## src/sv/lcx_pkg.sv

```systemverilog
`default_nettype none

package lcx_pkg;

    localparam int ENTRIES       = 16;
    localparam int IDX_BITS      = $clog2(ENTRIES);
    localparam int CNT_BITS      = $clog2(ENTRIES + 1);
    localparam int KEY_BITS      = 32;
    localparam int VALUE_BITS    = 32;
    localparam int TIME_BITS     = 32;
    localparam int LIMIT_BITS    = 5;
    localparam int TTL_BITS      = 31;
    localparam int CFG_IDX_BITS  = 1;
    localparam int CFG_DATA_BITS = 31;

    localparam logic [LIMIT_BITS-1:0] LIMIT_RESET = LIMIT_BITS'(16);
    localparam logic [TTL_BITS-1:0]   TTL_RESET   = TTL_BITS'(300000);

    localparam logic [CFG_IDX_BITS-1:0] CFG_CAPACITY_LIMIT = 1'b0;
    localparam logic [CFG_IDX_BITS-1:0] CFG_TTL_TICKS      = 1'b1;

    typedef enum logic [2:0] {
        OP_LOOKUP = 3'd0,
        OP_STORE  = 3'd1,
        OP_REMOVE = 3'd2,
        OP_CLEAR  = 3'd3,
        OP_TICK   = 3'd4
    } op_t;

    typedef enum logic [2:0] {
        S_IDLE,
        S_MATCH,
        S_APPLY,
        S_INSERT,
        S_DONE
    } state_t;

    typedef struct packed {
        logic load;
        logic match;
        logic apply;
        logic evict;
        logic insert;
    } dp_cmd_t;

    typedef struct packed {
        op_t  op;
        logic found;
        logic need_evict;
    } dp_status_t;

endpackage

`default_nettype wire

```

## src/sv/lru_cache_with_expiry.sv

```systemverilog
// channel   handshake          payload
// request   start & !busy      operation, key, store_value
// result    done (one cycle)   hit, read_value, was_present, expired_dropped,
//                              evicted, occupancy
// config    cfg_we             cfg_index, cfg_data
//
// a transaction runs through the match, apply and done states before the next
// accept; a store of a new key adds the free slot insert after the eviction step
// the result is shown for one cycle, in the done state
// reset clears valid bits, ranks, count and time at once; no clearing pass
// the receiver cannot stall; busy stays high until the result cycle has ended
`default_nettype none

module lru_cache_with_expiry
    import lcx_pkg::*;
(
    input  wire logic                     clk,
    input  wire logic                     rst_n,
    input  wire logic                     start,
    output logic                          busy,
    input  wire logic [2:0]               operation,
    input  wire logic [KEY_BITS-1:0]      key,
    input  wire logic [VALUE_BITS-1:0]    store_value,
    output logic                          done,
    output logic                          hit,
    output logic [VALUE_BITS-1:0]         read_value,
    output logic                          was_present,
    output logic                          expired_dropped,
    output logic                          evicted,
    output logic [CNT_BITS-1:0]           occupancy,
    input  wire logic                     cfg_we,
    input  wire logic [CFG_IDX_BITS-1:0]  cfg_index,
    input  wire logic [CFG_DATA_BITS-1:0] cfg_data
);

    dp_cmd_t    cmd;
    dp_status_t status;

    lcx_ctrl u_ctrl (
        .clk    (clk),
        .rst_n  (rst_n),
        .start  (start),
        .status (status),
        .busy   (busy),
        .done   (done),
        .cmd    (cmd)
    );

    lcx_datapath u_datapath (
        .clk             (clk),
        .rst_n           (rst_n),
        .cmd             (cmd),
        .status          (status),
        .operation       (operation),
        .key             (key),
        .store_value     (store_value),
        .cfg_we          (cfg_we),
        .cfg_index       (cfg_index),
        .cfg_data        (cfg_data),
        .hit             (hit),
        .read_value      (read_value),
        .was_present     (was_present),
        .expired_dropped (expired_dropped),
        .evicted         (evicted),
        .occupancy       (occupancy)
    );

endmodule

`default_nettype wire

```

## src/sv/lcx_ctrl.sv

```systemverilog
`default_nettype none

module lcx_ctrl
    import lcx_pkg::*;
(
    input  wire logic       clk,
    input  wire logic       rst_n,
    input  wire logic       start,
    input  wire dp_status_t status,
    output logic            busy,
    output logic            done,
    output dp_cmd_t         cmd
);

    state_t state_reg;
    state_t state_next;

    always_ff @(posedge clk or negedge rst_n)
    begin
        if (!rst_n)
        begin
            state_reg <= S_IDLE;
        end
        else
        begin
            state_reg <= state_next;
        end
    end

    always_comb
    begin
        state_next = state_reg;
        cmd        = '0;
        busy       = 1'b1;
        done       = 1'b0;
        case (state_reg)
            S_IDLE:
            begin
                busy = 1'b0;
                if (start)
                begin
                    cmd.load   = 1'b1;
                    state_next = S_MATCH;
                end
            end
            S_MATCH:
            begin
                cmd.match  = 1'b1;
                state_next = S_APPLY;
            end
            S_APPLY:
            begin
                if (status.op == OP_STORE && !status.found)
                begin
                    cmd.evict  = status.need_evict;
                    state_next = S_INSERT;
                end
                else
                begin
                    cmd.apply  = 1'b1;
                    state_next = S_DONE;
                end
            end
            S_INSERT:
            begin
                cmd.insert = 1'b1;
                state_next = S_DONE;
            end
            S_DONE:
            begin
                done       = 1'b1;
                state_next = S_IDLE;
            end
            default:
            begin
                state_next = S_IDLE;
            end
        endcase
    end

endmodule

`default_nettype wire

```

## src/sv/lcx_datapath.sv

```systemverilog
`default_nettype none

module lcx_datapath
    import lcx_pkg::*;
(
    input  wire logic                     clk,
    input  wire logic                     rst_n,
    input  wire dp_cmd_t                  cmd,
    output dp_status_t                    status,
    input  wire logic [2:0]               operation,
    input  wire logic [KEY_BITS-1:0]      key,
    input  wire logic [VALUE_BITS-1:0]    store_value,
    input  wire logic                     cfg_we,
    input  wire logic [CFG_IDX_BITS-1:0]  cfg_index,
    input  wire logic [CFG_DATA_BITS-1:0] cfg_data,
    output logic                          hit,
    output logic [VALUE_BITS-1:0]         read_value,
    output logic                          was_present,
    output logic                          expired_dropped,
    output logic                          evicted,
    output logic [CNT_BITS-1:0]           occupancy
);

    logic [KEY_BITS-1:0]   key_mem   [ENTRIES];
    logic [VALUE_BITS-1:0] value_mem [ENTRIES];
    logic [TIME_BITS-1:0]  birth_mem [ENTRIES];

    logic [ENTRIES-1:0]    valid_reg;
    logic [ENTRIES-1:0]    valid_next;
    logic [IDX_BITS-1:0]   rank_reg  [ENTRIES];
    logic [IDX_BITS-1:0]   rank_next [ENTRIES];
    logic [CNT_BITS-1:0]   count_reg;
    logic [CNT_BITS-1:0]   count_next;
    logic [TIME_BITS-1:0]  time_reg;
    logic [LIMIT_BITS-1:0] limit_reg;
    logic [TTL_BITS-1:0]   ttl_reg;

    op_t                   op_reg;
    logic [KEY_BITS-1:0]   key_reg;
    logic [VALUE_BITS-1:0] val_reg;
    logic                  found_reg;
    logic [IDX_BITS-1:0]   idx_reg;
    logic [IDX_BITS-1:0]   victim_reg;
    logic                  need_evict_reg;
    logic [TIME_BITS-1:0]  birth_reg;

    logic                  hit_reg;
    logic [VALUE_BITS-1:0] rv_reg;
    logic                  present_reg;
    logic                  expd_reg;
    logic                  evic_reg;

    logic                  match_any;
    logic [IDX_BITS-1:0]   match_idx;
    logic [IDX_BITS-1:0]   victim_idx;
    logic [IDX_BITS-1:0]   last_rank;
    logic [CNT_BITS-1:0]   limit_eff;
    logic                  free_any;
    logic [IDX_BITS-1:0]   free_idx;
    logic [TIME_BITS-1:0]  age;
    logic                  expired;

    // key match, victim and free slot search
    always_comb
    begin
        match_any  = 1'b0;
        match_idx  = '0;
        victim_idx = '0;
        free_any   = 1'b0;
        free_idx   = '0;
        last_rank  = IDX_BITS'(count_reg - CNT_BITS'(1));
        for (int i = ENTRIES - 1; i >= 0; i--)
        begin
            if (valid_reg[i] && key_mem[i] == key_reg)
            begin
                match_any = 1'b1;
                match_idx = IDX_BITS'(i);
            end
            if (valid_reg[i] && rank_reg[i] == last_rank)
            begin
                victim_idx = IDX_BITS'(i);
            end
            if (!valid_reg[i])
            begin
                free_any = 1'b1;
                free_idx = IDX_BITS'(i);
            end
        end
    end

    always_comb
    begin
        if (limit_reg == '0)
        begin
            limit_eff = CNT_BITS'(1);
        end
        else if (CNT_BITS'(limit_reg) > CNT_BITS'(ENTRIES))
        begin
            limit_eff = CNT_BITS'(ENTRIES);
        end
        else
        begin
            limit_eff = CNT_BITS'(limit_reg);
        end
    end

    assign age     = time_reg - birth_reg;
    assign expired = age > TIME_BITS'(ttl_reg);

    // valid, rank and count update
    always_comb
    begin
        logic [IDX_BITS-1:0] r;
        logic                do_drop;
        logic                do_promote;
        logic [IDX_BITS-1:0] slot;

        valid_next = valid_reg;
        rank_next  = rank_reg;
        count_next = count_reg;
        do_drop    = 1'b0;
        do_promote = 1'b0;
        slot       = idx_reg;

        if (cmd.apply && found_reg)
        begin
            case (op_reg)
                OP_LOOKUP:
                begin
                    do_drop    = expired;
                    do_promote = !expired;
                end
                OP_STORE:
                begin
                    do_promote = 1'b1;
                end
                OP_REMOVE:
                begin
                    do_drop = 1'b1;
                end
                default:
                begin
                end
            endcase
        end
        if (cmd.evict)
        begin
            do_drop = 1'b1;
            slot    = victim_reg;
        end
        r = rank_reg[slot];

        if (do_promote)
        begin
            for (int i = 0; i < ENTRIES; i++)
            begin
                if (valid_reg[i] && rank_reg[i] < r)
                begin
                    rank_next[i] = rank_reg[i] + IDX_BITS'(1);
                end
            end
            rank_next[slot] = '0;
        end

        if (do_drop)
        begin
            for (int i = 0; i < ENTRIES; i++)
            begin
                if (valid_reg[i] && rank_reg[i] > r)
                begin
                    rank_next[i] = rank_reg[i] - IDX_BITS'(1);
                end
            end
            valid_next[slot] = 1'b0;
            rank_next[slot]  = '0;
            if (count_reg != '0)
            begin
                count_next = count_reg - CNT_BITS'(1);
            end
        end

        if (cmd.apply && op_reg == OP_CLEAR)
        begin
            valid_next = '0;
            for (int i = 0; i < ENTRIES; i++)
            begin
                rank_next[i] = '0;
            end
            count_next = '0;
        end

        if (cmd.insert && free_any)
        begin
            for (int i = 0; i < ENTRIES; i++)
            begin
                if (valid_reg[i])
                begin
                    rank_next[i] = rank_reg[i] + IDX_BITS'(1);
                end
            end
            valid_next[free_idx] = 1'b1;
            rank_next[free_idx]  = '0;
            count_next           = count_reg + CNT_BITS'(1);
        end
    end

    always_ff @(posedge clk or negedge rst_n)
    begin
        if (!rst_n)
        begin
            valid_reg <= '0;
            for (int i = 0; i < ENTRIES; i++)
            begin
                rank_reg[i] <= '0;
            end
            count_reg   <= '0;
            time_reg    <= '0;
            limit_reg   <= LIMIT_RESET;
            ttl_reg     <= TTL_RESET;
            found_reg   <= 1'b0;
            need_evict_reg <= 1'b0;
            op_reg      <= OP_LOOKUP;
            hit_reg     <= 1'b0;
            present_reg <= 1'b0;
            expd_reg    <= 1'b0;
            evic_reg    <= 1'b0;
        end
        else
        begin
            valid_reg <= valid_next;
            rank_reg  <= rank_next;
            count_reg <= count_next;

            if (cfg_we)
            begin
                case (cfg_index)
                    CFG_CAPACITY_LIMIT: limit_reg <= cfg_data[LIMIT_BITS-1:0];
                    CFG_TTL_TICKS:      ttl_reg   <= cfg_data[TTL_BITS-1:0];
                    default:
                    begin
                    end
                endcase
            end

            if (cmd.load)
            begin
                op_reg      <= op_t'(operation);
                hit_reg     <= 1'b0;
                present_reg <= 1'b0;
                expd_reg    <= 1'b0;
                evic_reg    <= 1'b0;
            end

            if (cmd.match)
            begin
                found_reg      <= match_any;
                need_evict_reg <= count_reg >= limit_eff;
                if (op_reg == OP_LOOKUP || op_reg == OP_STORE || op_reg == OP_REMOVE)
                begin
                    present_reg <= match_any;
                end
            end

            if (cmd.apply)
            begin
                if (op_reg == OP_LOOKUP && found_reg)
                begin
                    hit_reg  <= !expired;
                    expd_reg <= expired;
                end
                if (op_reg == OP_TICK)
                begin
                    time_reg <= time_reg + TIME_BITS'(1);
                end
            end

            if (cmd.evict)
            begin
                evic_reg <= 1'b1;
            end
        end
    end

    // payload registers
    always_ff @(posedge clk)
    begin
        if (cmd.load)
        begin
            key_reg <= key[KEY_BITS-1:0];
            val_reg <= store_value[VALUE_BITS-1:0];
            rv_reg  <= '0;
        end
        if (cmd.match)
        begin
            idx_reg    <= match_idx;
            victim_reg <= victim_idx;
            birth_reg  <= birth_mem[match_idx];
        end
        if (cmd.apply && found_reg)
        begin
            if (op_reg == OP_LOOKUP && !expired)
            begin
                rv_reg <= value_mem[idx_reg];
            end
            if (op_reg == OP_STORE)
            begin
                value_mem[idx_reg] <= val_reg;
            end
        end
        if (cmd.insert && free_any)
        begin
            key_mem[free_idx]   <= key_reg;
            value_mem[free_idx] <= val_reg;
            birth_mem[free_idx] <= time_reg;
        end
    end

    assign status.op         = op_reg;
    assign status.found      = found_reg;
    assign status.need_evict = need_evict_reg;

    assign hit             = hit_reg;
    assign read_value      = rv_reg;
    assign was_present     = present_reg;
    assign expired_dropped = expd_reg;
    assign evicted         = evic_reg;
    assign occupancy       = count_reg;

endmodule

`default_nettype wire

```

## config.mk

```make
export PLATFORM = sky130hd
export DESIGN_NAME = lru_cache_with_expiry
export DESIGN_NICKNAME = d
export VERILOG_FILES = /design/src/sv/lcx_pkg.sv /design/src/sv/lru_cache_with_expiry.sv /design/src/sv/lcx_ctrl.sv /design/src/sv/lcx_datapath.sv
export SDC_FILE = /design/constraint.sdc
export NUM_CORES = 2
export LEC_CHECK = 0
export BUFFER_PORTS_ARGS = -buffer_cell sky130_fd_sc_hd__buf_4
export CORE_MARGIN = 2
export CORE_UTILIZATION = 50
export DETAILED_ROUTE_END_ITERATION = 8
export PLACE_DENSITY_LB_ADDON = 0.25
export SLEW_MARGIN = 30
export SYNTH_ARGS = -nofsm -noshare
export SYNTH_HDL_FRONTEND = slang
export SYNTH_SLANG_ARGS = --single-unit
export TNS_END_PERCENT = 50
```

## constraint.sdc

```tcl
create_clock -name clk -period 8.1 [get_ports clk]
set_input_delay 2.43 -clock clk [delete_from_list [all_inputs] [get_ports clk]]
set_output_delay 2.43 -clock clk [all_outputs]
set_load 0.1 [all_outputs]
```

## After elaboration in Yosys (flattened, before gate mapping)

Memory sizes are Yosys's and may differ from the RTL's. A register that Yosys moved wholly into a read port is not among the register bits.
Cells that the tools add are included.

- Memories: 3
- Output and inout bits: 43
- Bits of input ports: 103
- Bits in writable memories: 1536
- Register bits after elaboration: 269
- Word-level logic and storage cells: 504

Memories:

| name | depth | width | rd ports | clocked after Yosys merged registers in | write ports | RTL line | source |
|---|---|---|---|---|---|---|---|
| u_datapath.birth_mem | 16 | 32 | 1 | 1 | 1 | lcx_datapath.sv:26 | `logic [TIME_BITS-1:0] birth_mem [ENTRIES];` |
| u_datapath.key_mem | 16 | 32 | 16 | 0 | 1 | lcx_datapath.sv:24 | `logic [KEY_BITS-1:0] key_mem [ENTRIES];` |
| u_datapath.value_mem | 16 | 32 | 1 | 1 | 1 | lcx_datapath.sv:25 | `logic [VALUE_BITS-1:0] value_mem [ENTRIES];` |

- Equal/unequal tests: 41
- Bitwise logic cells: 11
- Add/subtract/negate cells: 36
- Reduce and logical (&&, ||, !) cells: 93
- Multiplexer cells: 240
- Magnitude comparators: 43

Operator list:

| operator | number |
|---|---|
| two-way mux 4 bit | 143 |
| == test 32 bit | 16 |
| two-way mux 64 bit | 4 |
| AND 64 bit | 3 |
| two-way mux 32 bit | 4 |
| NOT 64 bit | 2 |
| logical AND 1 bit | 74 |
| adder 4 x 1 -> 4 bit, second input constant | 16 |
| == test 4 bit | 16 |
| > comparator 4 bit | 16 |
| less-than comparator 4 bit | 16 |
| subtractor 4 x 1 -> 4 bit, second input constant | 16 |
| two-way mux 1 bit | 63 |
| two-way mux 16 bit | 3 |
| adder 32 x 1 -> 32 bit, second input constant | 1 |
| demux 4 bit (select 4 bit) | 2 |
| > comparator 32 x 31 -> 1 bit | 1 |
| OR reduction 32 bit | 1 |
| subtractor 32 bit | 1 |
| two-way mux 5 bit | 6 |
| two-way mux 3 bit | 6 |
| AND 16 bit | 1 |
| binary-select mux 4 bit (select 4 bit) | 1 |
| NOT 16 bit | 1 |
| other kinds (30) | 51 |

## Logic depth before layout (Yosys ltp)

- Depth after elaboration: 24
- Depth in mapped cells: 29
- Mapped depth without buffers: 26

## Cells and area by module

From an unflattened synthesis, not the netlist that was laid out.

- Cell total of the unflattened synthesis: 5929
- Area total of the unflattened synthesis: 83029.6 µm²

Modules (own cells, without submodules):

| module | instances | area an instance (µm²) | cells each |
|---|---|---|---|
| lcx_datapath | 1 | 82845.7 | 5911 |
| lcx_ctrl | 1 | 183.9 | 18 |

## Worst setup path after synthesis

No wires, ideal clock.

- Kind: flip-flop to flip-flop
- Start point: register u_ctrl.state_reg[0]
- End point: register u_datapath.rank_reg[57] (netlist bit)
- Buffers on the path: 1
- Slack: 1364 ps
- Arrival time: 6611 ps
- Stages on the path, launching flop included: 7
- Cell sequence: dfrtp_1 clkbuf_1 nand2_1 nor3b_1 a211oi_2 a31o_1 a32o_1

RTL lines:

| what | RTL line | source |
|---|---|---|
| from (decl) | lcx_ctrl.sv:15 | `state_t state_reg;` |
| from (signal assigned) | lcx_ctrl.sv:26 | `state_reg <= state_next;` |
| to (signal assigned) | lcx_datapath.sv:231 | `rank_reg <= rank_next;` |
| to (decl) | lcx_datapath.sv:30 | `logic [IDX_BITS-1:0] rank_reg [ENTRIES];` |

==> impl_metrics.sql <==
INSERT INTO impl_metrics (metric_group, metric, value, unit) VALUES
('route', 'detail_route.iter0.violations', '5772', ''),
('hold_path', 'hold_end', 'u_datapath.read_value[11]', ''),
('sta', 'tns', '0', 'ns'),
('clocking', 'cts_sinks', '1841', ''),
('synth', 'synthDistinctLibCells', '104', ''),
('worst_setup_path', 'crit_family', 'compound AO/OA/AOI/OAI gates', ''),
('layout', 'finalNetCount', '6239', ''),
('die', 'floorplan.initialDensity', '50.42', '%'),
('worst_setup_path', 'worst_r2r_path_depth', '26', ''),
('die', 'chipHeight', '412.1', 'um'),
('sta', 'timing.max_slew.rel_slack', '28.74', '%'),
('power', 'power.switching', '0.007517', 'W'),
('grt', 'first_pass_grt_wire_length', '326400', 'um'),
('route', 'route.antenna.remaining_nets', '0', ''),
('route', 'via_to_cell_ratio', '6.144', ''),
('worst_setup_path', 'reg2reg_from', 'u_datapath.time_reg[0]', ''),
('layout', 'fillerInstances', '12930', ''),
('grt', 'grt_start_max_net_pins', '157', ''),
('die', 'floorplan.rows', '149', ''),
('layout', 'regs_by_ff_count', 'u_datapath.birth_mem (512), u_datapath.key_mem (512), u_datapath.value_mem (512)', ''),
('power', 'pwr-share-seq', '45.7', '%'),
('synth', 'postSynth.asyncResetShare', '8.963', '%'),
('clocking', 'ctsResizeCount', '0', ''),
('grt', 'grt_overflow_total', '0', ''),
('worst_setup_path', 'crit_buf_inv', '3', ''),
('route', 'top_routing_layer_in_use', 'met5', ''),
('synth', 'yosysSeqAreaShare', '64.96', '%'),
('route', 'via_count', '51110', ''),
('power', 'ir_worst_vdd', '0.2586', 'mV'),
('grt', 'vias_in_the_first_global_route', '50220', ''),
('worst_setup_path', 'critical_path_cell_count', '26', ''),
('route', 'first_pass_iters', '6', ''),
('worst_setup_path', 'cp_dominant_cell_by_count', 'a211oi_1', ''),
('power', 'switching_share', '29.78', '%'),
('clocking', 'root_buffer', 'clkbuf_16', ''),
('synth', 'synthesis.area', '0.08329', 'mm2'),
('sta', 'finalWorstPathRequiredPeriod', '7.156', 'ns'),
('sta', 'worst_pin_slew', '1.058', 'ns'),
('synth', 'yosys.area.top_type', 'edfxtp_1', ''),
('clocking', 'clock_insertion_delay_worst_skew', '0.85', 'ns'),
('clocking', 'post-cts-setup-buffer-count', '0', ''),
('power', 'power.combinational.fraction', '20.9', '%'),
('die', 'die_area', '0.1699', 'mm2'),
('clocking', 'numCtsBuffers', '187', ''),
('power', 'power', '0.02524', 'W'),
('worst_setup_path', 'timing.setup.critical_path_class', 'flop to flop', ''),
('power', 'p_leak', '31.43', 'nW'),
('sta', 'rsz0062_at_grt', 'no', ''),
('worst_setup_path', 'critical_path.reg2reg.endpoint', 'u_datapath.rank_reg[18]', ''),
('die', 'design.core.area', '0.1652', 'mm2'),
('die', 'die_x', '412.1', 'um'),
('die', 'top_level_ports', '146', ''),
('sta', 'slew_violations', '0', ''),
('route', 'detail_route.wl_per_cell', '26.46', 'um'),
('route', 'remaining_drc_errors', '0', ''),
('worst_setup_path', 'path_max_fanout', '20', ''),
('placement', 'dp_hpwl', '134200', 'um'),
('synth', 'synth_cells', '5715', ''),
('grt', 'globalRouteTotalUtil', '25.80', '%'),
('route', 'detailroute.wirelength.met2', '102500', 'um'),
('worst_setup_path', 'critPathArrivalTime', '7.87', 'ns'),
('synth', 'post_synth_main_area_contributors', 'edfxtp_1 59%, mux4_2 4.8%, dfrtp_1 4.7%', ''),
('worst_setup_path', 'crit_required', '8.81', 'ns'),
('power', 'cellInternalPower', '0.01772', 'W'),
('power', 'clock_power_share', '33.4', '%'),
('outcome', 'result_of_the_run', 'completed', ''),
('worst_setup_path', 'r2r_setup_slack', '0.94', 'ns'),
('layout', 'regArea', '0.05412', 'mm2'),
('clocking', 'cts_buffer_depth', '3', ''),
('route', 'met3_routed_wl', '17440', 'um'),
('layout', 'area_delta_synth_final', '13.20', '%');
==> cell families after synthesis <==
logic type | share of synthesized area (%)
flip-flops | 64.96
AND/OR/NAND/NOR | 8.773
AO/OA/AOI/OAI | 6.028
XOR/XNOR | 6.978
multiplexers | 8.602
buffers and inverters | 2.123
adder cells (fa/ha/maj) | 2.533
==> synthesized netlist by cell type (all sizes together) (10+ instances only) <==
library cell	n
dfrtp	156
a211oi	62
or2	11
buf	130
mux2	43
o21a	35
o2111ai	27
a31oi	22
and3	21
nor4	172
nand4	132
o32ai	13
o21ai	167
a21oi	151
nand2	394
nor3b	10
xor2	401
or3	20
mux2i	271
o21bai	12
mux4	176
a221oi	13
nor2b	36
ha	167
nand4b	16
clkbuf	137
inv	153
nand2b	54
nor4b	12
nand3	190
a21boi	12
dfxtp	36
or4	29
o31ai	14
edfxtp	1640
o22ai	23
o211ai	14
a211o	28
nor2	150
and2	49
nor3	87
xnor2	260
a21o	39
==> worst min-delay path, stage by stage, from the launching register on <==
cell,delay [ns]
dfxtp_1,0.31
nand2_1,0.05
o21ai_0,0.05
==> cell type report <==
cell class	instances	area share, %
diodes	1	0.002654
clock buffers	245	5.356
clock inverters	105	1.011
inverters	153	0.6131
multi-input cells	3454	29.52
flip-flops and latches	1841	57.40
well taps	2189	2.905
repair buffers	331	3.189
==> how the worst max path moves through the flow <==
stage	start	to
4_1_cts	u_datapath.time_reg[0]	u_datapath.rank_reg[18]
5_1_grt	u_datapath.time_reg[0]	u_datapath.rank_reg[18]
3_5_place_dp	u_datapath.time_reg[0]	u_datapath.rank_reg[18]
6_report	u_datapath.time_reg[0]	u_datapath.rank_reg[18]
2_1_floorplan	u_ctrl.state_reg[0]	u_datapath.rank_reg[57]
3_3_place_gp	u_datapath.time_reg[0]	u_datapath.rank_reg[19]
==> power groups by stage <==
stage               Sequential [W]  Combinational, W  Clock (W)
finish                      0.0115           0.00527    0.00843
global route                0.0116           0.00566    0.00892
CTS                         0.0116           0.00521    0.00855
detailed placement          0.0118           0.00517          0
global placement            0.0117           0.00511          0
floorplan                   0.0115           0.00349          0
==> routing by layer <==
| layer | vias to the layer above | track usage, % |
|---|---|---|
| met2 | 2366 | 40.46 |
| met4 | 2 | 7.696 |
| met3 | 413 | 4.104 |
| met1 | 25840 | 37.32 |
| li1 | 22490 | - |
| met5 | - | 0 |
==> through the flow <==
stage / std cells / area [um2] / util (%) / hold slack [ns] / setup slack, ns
final: 8319 / 94280 / 57.08 / 0.4568 / 0.9444
after global routing: 8318 / 94280 / 57.08 / 0.4774 / 0.5563
after CTS: 8314 / 94160 / 57.00 / 0.4595 / 1.032
after detailed placement: 7964 / 88150 / 53.37 / 0.4520 / 1.097
after global placement: 7945 / 87640 / 53.06 / 0.4472 / 1.178
after floorplan: 5715 / 83290 / - / 0.4415 / 1.364
Power figures use the tool's default switching activity.
